<file path="src/sv/ycc_pkg.sv">
`timescale 1ns / 1ps
// Shared constants, register codes and the floor-shift/saturate function
// for the YCbCr color matrix converter. No dependencies.
package ycc_pkg;

  localparam int LUMA_LANES = 4;     // luma lanes built, 1..4
  localparam int SAMPLE_W   = 8;
  localparam int COEF_W     = 18;    // Q16 two's complement coefficient
  localparam int CTR_W      = 9;     // centered chroma / floored luma
  localparam int PROD_W     = COEF_W + CTR_W - 1;
  localparam int SUM_W      = 28;    // two products plus bias
  localparam int LUMA_W     = 30;    // shared sum plus luma term
  localparam int FRAC_W     = 16;
  localparam int ITEM_W     = 6 * SAMPLE_W;
  localparam int ADDR_W     = 5;
  localparam int REG_IDX_W  = 3;

  localparam logic [SUM_W-1:0] LUMA_BIAS   = SUM_W'(1081344);
  localparam logic [SUM_W-1:0] CHROMA_BIAS = SUM_W'(8421376);
  localparam logic [SAMPLE_W:0] CHROMA_MID = (SAMPLE_W+1)'(128);
  localparam logic [SAMPLE_W:0] LUMA_FLOOR = (SAMPLE_W+1)'(16);

  localparam logic signed [COEF_W-1:0] COEF_ZERO  = '0;
  localparam logic signed [COEF_W-1:0] COEF_UNITY = COEF_W'(65536);

  // register indexes, byte address is 4 * index
  localparam logic [REG_IDX_W-1:0] REG_LUMA_FROM_U = 3'd0;
  localparam logic [REG_IDX_W-1:0] REG_LUMA_FROM_V = 3'd1;
  localparam logic [REG_IDX_W-1:0] REG_U_FROM_U    = 3'd2;
  localparam logic [REG_IDX_W-1:0] REG_U_FROM_V    = 3'd3;
  localparam logic [REG_IDX_W-1:0] REG_V_FROM_U    = 3'd4;
  localparam logic [REG_IDX_W-1:0] REG_V_FROM_V    = 3'd5;

  // floor divide by 2^16, then saturate to 0..255
  function automatic logic [SAMPLE_W-1:0] floor_clip8(input logic signed [LUMA_W-1:0] x);
    logic signed [LUMA_W-FRAC_W-1:0] q;
    logic [SAMPLE_W-1:0] res;
    q = x[LUMA_W-1:FRAC_W];
    if (q < 0) begin
      res = '0;
    end else if (q > (LUMA_W-FRAC_W)'(255)) begin
      res = '1;
    end else begin
      res = q[SAMPLE_W-1:0];
    end
    return res;
  endfunction

endpackage

</file>
<file path="src/sv/ycc_mac.sv">
`timescale 1ns / 1ps
// Two-tap multiply-accumulate: coef_a*u + coef_b*v + bias over two stages.
// Depends on ycc_pkg.
module ycc_mac
  import ycc_pkg::*;
(
  input  logic                     clk,
  input  logic                     en1,
  input  logic                     en2,
  input  logic signed [COEF_W-1:0] coef_a,
  input  logic signed [COEF_W-1:0] coef_b,
  input  logic signed [CTR_W-1:0]  u,
  input  logic signed [CTR_W-1:0]  v,
  input  logic        [SUM_W-1:0]  bias,
  output logic signed [SUM_W-1:0]  sum
);

  logic signed [PROD_W-1:0] prod_a_r, prod_b_r;
  logic signed [SUM_W-1:0]  sum_r, sum_nxt;

  // products are registered before the add
  always_ff @(posedge clk) begin
    if (en1) begin
      prod_a_r <= PROD_W'(coef_a * u);
      prod_b_r <= PROD_W'(coef_b * v);
    end
    if (en2) begin
      sum_r <= sum_nxt;
    end
  end

  assign sum_nxt = SUM_W'(prod_a_r) + SUM_W'(prod_b_r) + $signed(bias);
  assign sum     = sum_r;

endmodule

</file>
<file path="src/sv/ycc_lane.sv">
`timescale 1ns / 1ps
// One luma lane: add the luma term to the shared chroma sum, floor-shift,
// saturate and register. Depends on ycc_pkg.
module ycc_lane
  import ycc_pkg::*;
(
  input  logic                    clk,
  input  logic                    en,
  input  logic [SAMPLE_W-1:0]     luma,
  input  logic signed [SUM_W-1:0] shared,
  output logic [SAMPLE_W-1:0]     luma_out
);

  logic signed [CTR_W-1:0]  y_ofs;
  logic signed [LUMA_W-1:0] acc;
  logic [SAMPLE_W-1:0]      luma_out_r;

  assign y_ofs = $signed({1'b0, luma} - LUMA_FLOOR);
  assign acc   = (LUMA_W'(y_ofs) <<< FRAC_W) + LUMA_W'(shared);

  always_ff @(posedge clk) begin
    if (en) begin
      luma_out_r <= floor_clip8(acc);
    end
  end

  assign luma_out = luma_out_r;

endmodule

</file>
<file path="src/sv/ycbcr_color_matrix_convert.sv">
`timescale 1ns / 1ps
// Top level of the YCbCr color matrix converter: stream ports, APB
// coefficient registers, pipeline control. Depends on ycc_pkg, ycc_mac, ycc_lane.

// One item (a Cb/Cr pair and four luma samples) is accepted every clock
// while the output side keeps up; a result passes three register stages,
// the first one loaded at the accepting edge, before it is offered on the
// output. The rate is set by the six 18x9 coefficient multipliers, one per
// chroma tap, which each take a new pair every cycle while stage 1 loads:
// stage 1 forms the products, stage 2 sums them with the bias (one shared
// sum feeds all luma lanes), stage 3 has the luma lanes and chroma paths
// floor-shift by 16 and saturate into the output register. Each stage
// holds only when the one after it is full and stalled, so a waiting
// result does not block new requests while a bubble remains. Coefficients
// sit at byte addresses 0x00..0x14 in the order luma-from-U, luma-from-V,
// U-from-U, U-from-V, V-from-U, V-from-V; write them only while idle.
// Luma lanes beyond LUMA_LANES are driven as zero on the output.
module ycbcr_color_matrix_convert
  import ycc_pkg::*;
(
  input  logic              clk,
  input  logic              rst_n,
  // stream input
  input  logic              in_tvalid,
  output logic              in_tready,
  // luma_0, luma_1, luma_2, luma_3, chroma_u, chroma_v (8 bits each)
  input  logic [ITEM_W-1:0] in_tdata,
  // stream output
  output logic              out_tvalid,
  input  logic              out_tready,
  // out_luma_0..3, out_chroma_u, out_chroma_v (8 bits each)
  output logic [ITEM_W-1:0] out_tdata,
  // configuration
  input  logic              cfg_psel,
  input  logic              cfg_penable,
  input  logic              cfg_pwrite,
  input  logic [ADDR_W-1:0] cfg_paddr,
  input  logic [31:0]       cfg_pwdata,
  output logic [31:0]       cfg_prdata,
  output logic              cfg_pready
);

  // ---------------- coefficient registers ----------------
  logic signed [COEF_W-1:0] c_lu_r, c_lv_r, c_uu_r, c_uv_r, c_vu_r, c_vv_r;
  logic                     cfg_wr;
  logic [REG_IDX_W-1:0]     cfg_idx;
  logic signed [COEF_W-1:0] cfg_rd_coef;

  assign cfg_pready = 1'b1;
  assign cfg_wr     = cfg_psel & cfg_penable & cfg_pwrite & cfg_pready;
  assign cfg_idx    = cfg_paddr[ADDR_W-1:2];

  always_ff @(posedge clk) begin
    if (!rst_n) begin
      c_lu_r <= COEF_ZERO;
      c_lv_r <= COEF_ZERO;
      c_uu_r <= COEF_UNITY;
      c_uv_r <= COEF_ZERO;
      c_vu_r <= COEF_ZERO;
      c_vv_r <= COEF_UNITY;
    end else if (cfg_wr) begin
      // bits above the sign bit are dropped; unknown indexes are ignored
      case (cfg_idx)
        REG_LUMA_FROM_U: c_lu_r <= cfg_pwdata[COEF_W-1:0];
        REG_LUMA_FROM_V: c_lv_r <= cfg_pwdata[COEF_W-1:0];
        REG_U_FROM_U:    c_uu_r <= cfg_pwdata[COEF_W-1:0];
        REG_U_FROM_V:    c_uv_r <= cfg_pwdata[COEF_W-1:0];
        REG_V_FROM_U:    c_vu_r <= cfg_pwdata[COEF_W-1:0];
        REG_V_FROM_V:    c_vv_r <= cfg_pwdata[COEF_W-1:0];
        default: ;
      endcase
    end
  end

  always_comb begin
    case (cfg_idx)
      REG_LUMA_FROM_U: cfg_rd_coef = c_lu_r;
      REG_LUMA_FROM_V: cfg_rd_coef = c_lv_r;
      REG_U_FROM_U:    cfg_rd_coef = c_uu_r;
      REG_U_FROM_V:    cfg_rd_coef = c_uv_r;
      REG_V_FROM_U:    cfg_rd_coef = c_vu_r;
      REG_V_FROM_V:    cfg_rd_coef = c_vv_r;
      default:         cfg_rd_coef = COEF_ZERO;
    endcase
  end

  assign cfg_prdata = 32'(cfg_rd_coef);

  // ---------------- pipeline control ----------------
  logic s1_v_r, s1_v_nxt, s2_v_r, s2_v_nxt, out_v_r, out_v_nxt;
  logic en1, en2, en3;

  // a stage loads when it is empty or its contents move on
  assign en3       = !out_v_r || out_tready;
  assign en2       = !s2_v_r || en3;
  assign en1       = !s1_v_r || en2;
  assign in_tready = en1;

  assign s1_v_nxt  = en1 ? in_tvalid : s1_v_r;
  assign s2_v_nxt  = en2 ? s1_v_r    : s2_v_r;
  assign out_v_nxt = en3 ? s2_v_r    : out_v_r;

  always_ff @(posedge clk) begin
    if (!rst_n) begin
      s1_v_r  <= 1'b0;
      s2_v_r  <= 1'b0;
      out_v_r <= 1'b0;
    end else begin
      s1_v_r  <= s1_v_nxt;
      s2_v_r  <= s2_v_nxt;
      out_v_r <= out_v_nxt;
    end
  end

  assign out_tvalid = out_v_r;

  // ---------------- chroma and shared luma sums ----------------
  logic signed [CTR_W-1:0] u_ctr, v_ctr;
  logic signed [SUM_W-1:0] luma_sum, u_sum, v_sum;

  // re-center chroma around zero
  assign u_ctr = $signed({1'b0, in_tdata[4*SAMPLE_W +: SAMPLE_W]} - CHROMA_MID);
  assign v_ctr = $signed({1'b0, in_tdata[5*SAMPLE_W +: SAMPLE_W]} - CHROMA_MID);

  ycc_mac u_mac_luma (
    .clk(clk), .en1(en1), .en2(en2), .coef_a(c_lu_r), .coef_b(c_lv_r),
    .u(u_ctr), .v(v_ctr), .bias(LUMA_BIAS), .sum(luma_sum)
  );

  ycc_mac u_mac_u (
    .clk(clk), .en1(en1), .en2(en2), .coef_a(c_uu_r), .coef_b(c_uv_r),
    .u(u_ctr), .v(v_ctr), .bias(CHROMA_BIAS), .sum(u_sum)
  );

  ycc_mac u_mac_v (
    .clk(clk), .en1(en1), .en2(en2), .coef_a(c_vu_r), .coef_b(c_vv_r),
    .u(u_ctr), .v(v_ctr), .bias(CHROMA_BIAS), .sum(v_sum)
  );

  // ---------------- luma lanes ----------------
  logic [SAMPLE_W-1:0] y_s1_r [LUMA_LANES];
  logic [SAMPLE_W-1:0] y_s2_r [LUMA_LANES];
  logic [SAMPLE_W-1:0] y_out  [4];

  // carry the luma samples alongside the chroma products
  always_ff @(posedge clk) begin
    for (int k = 0; k < LUMA_LANES; k++) begin
      if (en1) y_s1_r[k] <= in_tdata[k*SAMPLE_W +: SAMPLE_W];
      if (en2) y_s2_r[k] <= y_s1_r[k];
    end
  end

  for (genvar k = 0; k < 4; k++) begin : g_lane
    if (k < LUMA_LANES) begin : g_on
      ycc_lane u_lane (
        .clk(clk), .en(en3), .luma(y_s2_r[k]), .shared(luma_sum),
        .luma_out(y_out[k])
      );
    end else begin : g_off
      assign y_out[k] = '0;
    end
  end

  // ---------------- chroma outputs and merge ----------------
  logic [SAMPLE_W-1:0] cb_out_r, cr_out_r;

  always_ff @(posedge clk) begin
    if (en3) begin
      cb_out_r <= floor_clip8(LUMA_W'(u_sum));
      cr_out_r <= floor_clip8(LUMA_W'(v_sum));
    end
  end

  assign out_tdata = {cr_out_r, cb_out_r, y_out[3], y_out[2], y_out[1], y_out[0]};

endmodule
</file>
<file path="config.mk">
export PLATFORM = sky130hd
export DESIGN_NAME = ycbcr_color_matrix_convert
export DESIGN_NICKNAME = d
export VERILOG_FILES = /design/src/sv/ycc_pkg.sv /design/src/sv/ycc_mac.sv /design/src/sv/ycc_lane.sv /design/src/sv/ycbcr_color_matrix_convert.sv
export SDC_FILE = /design/constraint.sdc
export NUM_CORES = 2
export LEC_CHECK = 0
export ABC_AREA = 1
export BUFFER_PORTS_ARGS = -buffer_cell sky130_fd_sc_hd__buf_4
export CAP_MARGIN = 10
export CELL_PAD_IN_SITES_DETAIL_PLACEMENT = 1
export CELL_PAD_IN_SITES_GLOBAL_PLACEMENT = 1
export CORE_ASPECT_RATIO = 1.1
export CORE_MARGIN = 4
export CORE_UTILIZATION = 35
export CTS_BUF_LIST = sky130_fd_sc_hd__clkbuf_4 sky130_fd_sc_hd__clkbuf_8 sky130_fd_sc_hd__clkbuf_16
export CTS_CLUSTER_DIAMETER = 40
export DETAILED_ROUTE_END_ITERATION = 16
export GPL_TIMING_DRIVEN = 0
export PLACE_DENSITY = 0.64
export SYNTH_ARGS = -nofsm -noshare
export SYNTH_HDL_FRONTEND = slang
export SYNTH_HIERARCHICAL = 1
export SYNTH_SLANG_ARGS = --single-unit
</file>
<file path="constraint.sdc">
create_clock -name clk -period 26.7 [get_ports clk]
set_input_delay 4.005 -clock clk [delete_from_list [all_inputs] [get_ports clk]]
set_output_delay 4.005 -clock clk [all_outputs]
set_load 0.005 [all_outputs]
</file>
==> metrics <==
vias=about 50k; routed wire length=about 190 mm; Starting Density=35.17%; final critical-path required period=between 10 and 15 ns; Hold Path Class=flip-flop to flip-flop; total CTS buffers=80; vias in the first global route=approximately 55k; Post-Syn Area=roughly 0.06 mm^2; Die Span Y=roughly 440 um; FMAX=98.19 MHz; P_int=~0.0022 W; clock root buffer=clkbuf_16; Critical Path End Type=output port; CTS tree=built; clk slew on worst S/H paths=about 0.050 ns; Sw Share=42.77%; CP arrival=approximately 6 ns; RSZ-0062 raised after global routing=false; Clock Skew=0.03636 ns; share of cells above drive strength 1=7.421%; Die ar.=0.1780 mm^2; P_leak=around 38 nW; # clock sinks=415; Final Net Count=between 9k and 10k; postcts setup bufs=0; Chip Width=about 400 um; Power Density=about 56 mW/mm^2; clock share of power=about 28%; pin count of the biggest net entering global routing=53; Final HPWL DP=between 150 and 200 mm; IO Count=about 180; synthesized area per cell=a little under 8 um^2; GPL Wtd Cong=around 0.95; Pre-antenna DRT Iters=7; global-route wire length before repair=307.8 mm; Final Hold Viols=0; Crit path required time=about 23 ns; max_cap viols=0; Clk Latency, worst-skew pair=about 0.68 ns; routed len/inst=18.70 um; cts repair resizes=0; synth warn=6; crit path launch type=input port; iteration-0 DRC count of the detailed router=between 2k and 2.5k; outcome=complete, no violations; FP Rows=around 160; synth-to-layout area growth=12.15%; antenna violations before repair=11; H-Tree Depth=3; VDD IR max=between 0.00003 and 0.00004 V; port bufs=140; Seq pwr share=about a quarter; Post-Syn Instances=slightly below 8k; CTS Buffer Depth=3; via density per instance=4.797; part of the power in combinational logic=46.9%; share of the clock period used by the worst path=between 30% and 40%; kind of critical path=input port to output port; Placeable Area=between 0.15 and 0.2 mm^2; Final Slew Violations=0; WHS=about 0.41 ns; DRC violations left=0; worst slew margin relative to its limit=39.50%; NetSw=roughly 0.0016 W; hold_buf cts=0; Total GRT Usage=roughly 22%; final setup fails=0; Worst Tran Pin Value=0.8980 ns; DRT antenna net count=0; post-route setup TNS=0 ns; grt ovf=0; worst-path fanout max=18
state kept, by name (all words and copies together), names as in the netlist, 26 cells and up:
signal                       count
y_s1_r                          32
u_mac_luma/prod_a_r             26
u_mac_u/prod_a_r                26
u_mac_u/prod_b_r                26
y_s2_r                          32
g_lane.g_on.u_lane/luma_out     32
u_mac_luma/prod_b_r             26
u_mac_v/prod_b_r                26
u_mac_v/prod_a_r                26
placed cells by master, fill, tap and decap left out, types with 26 or more instances in the layout:
cell type and instances:
nand3_2 26, clkbuf_1 184, ha_1 452, nor3_1 27
nand2_2 53, inv_2 30, xnor2_1 34, o21ai_0 94
fa_1 868, xor2_1 91, buf_2 43, clkbuf_16 82
buf_4 171, conb_1 85, dfxtp_1 111, nand2_1 2177
nand3_1 376, inv_1 1629, nor2_1 582, a21oi_1 229
edfxtp_1 304, nand4_1 127
routing by layer:
| metal | track usage (%) | share of wire (%) | vias up |
|---|---|---|---|
| met5 | 0 | 0.012 | - |
| met4 | 6.047 | 2.5 | 4 |
| met3 | 3.200 | 4.4 | 233 |
| met2 | 38.42 | 49 | 846 |
| met1 | 28.49 | 44 | 24760 |
| li1 | - | - | 23730 |
power groups by stage:
stage          clock [W]  sequential [W]  combinational (W)
4_1_cts          0.00107        0.000962            0.00179
2_1_floorplan          0        0.000924            0.00123
6_report         0.00104        0.000955            0.00176
5_1_grt          0.00110        0.000967            0.00203
3_5_place_dp           0        0.000973            0.00177
3_3_place_gp           0        0.000969            0.00173
final cells by class:
class | instances | area (um^2)
Fill cell | 20930 | 103200
Multi-Input combinational cell | 5407 | 41450
Sequential cell | 415 | 11350
Inverter | 1661 | 6237
Tap cell | 2254 | 2820
Clock buffer | 91 | 2132
Timing Repair Buffer | 157 | 1361
Buffer | 284 | 1251
Clock inverter | 57 | 625.6
Antenna cell | 8 | 20.02
critical path: stages:
cell and delay, ns:
buf_4 0.11, inv_1 0.15, nand4_1 0.39, buf_8 0.31
buf_8 0.17, buf_8 0.17, buf_8 0.16, buf_8 0.17
buf_8 0.17, buf_8 0.17, buf_4 0.16
per-stage QoR:
stage	instance area, um^2	total power, W	setup WS, ns	cells	util (%)
floorplan	60280	0.002157	13.48	7767	-
global placement	64150	0.002703	7.466	10160	37.62
detailed placement	64470	0.002746	16.43	10180	37.82
CTS	67230	0.003817	16.47	10330	39.43
global route	67240	0.004094	16.34	10330	39.44
finish	67250	0.003759	16.52	10330	39.44
worst paths after layout:
| kind | start | endpoint | slack, ns | depth (start not counted) |
|---|---|---|---|---|
| hold reg to reg | y_s1_r[0][7]$_DFFE_PP_ | y_s2_r[0][7]$_DFFE_PP_ | 0.41 | 0 |
| hold / removal | y_s1_r[0][7]$_DFFE_PP_ | y_s2_r[0][7]$_DFFE_PP_ | 0.41 | 0 |
| setup reg to reg | c_lv_r[7]$_SDFFE_PN0P_ | u_mac_luma/prod_b_r[15]$_DFFE_PP_ | 21.28 | 17 |
| setup / recovery | out_tready | in_tready | 16.52 | 11 |
Note: power is estimated with default switching activity, not from simulation.
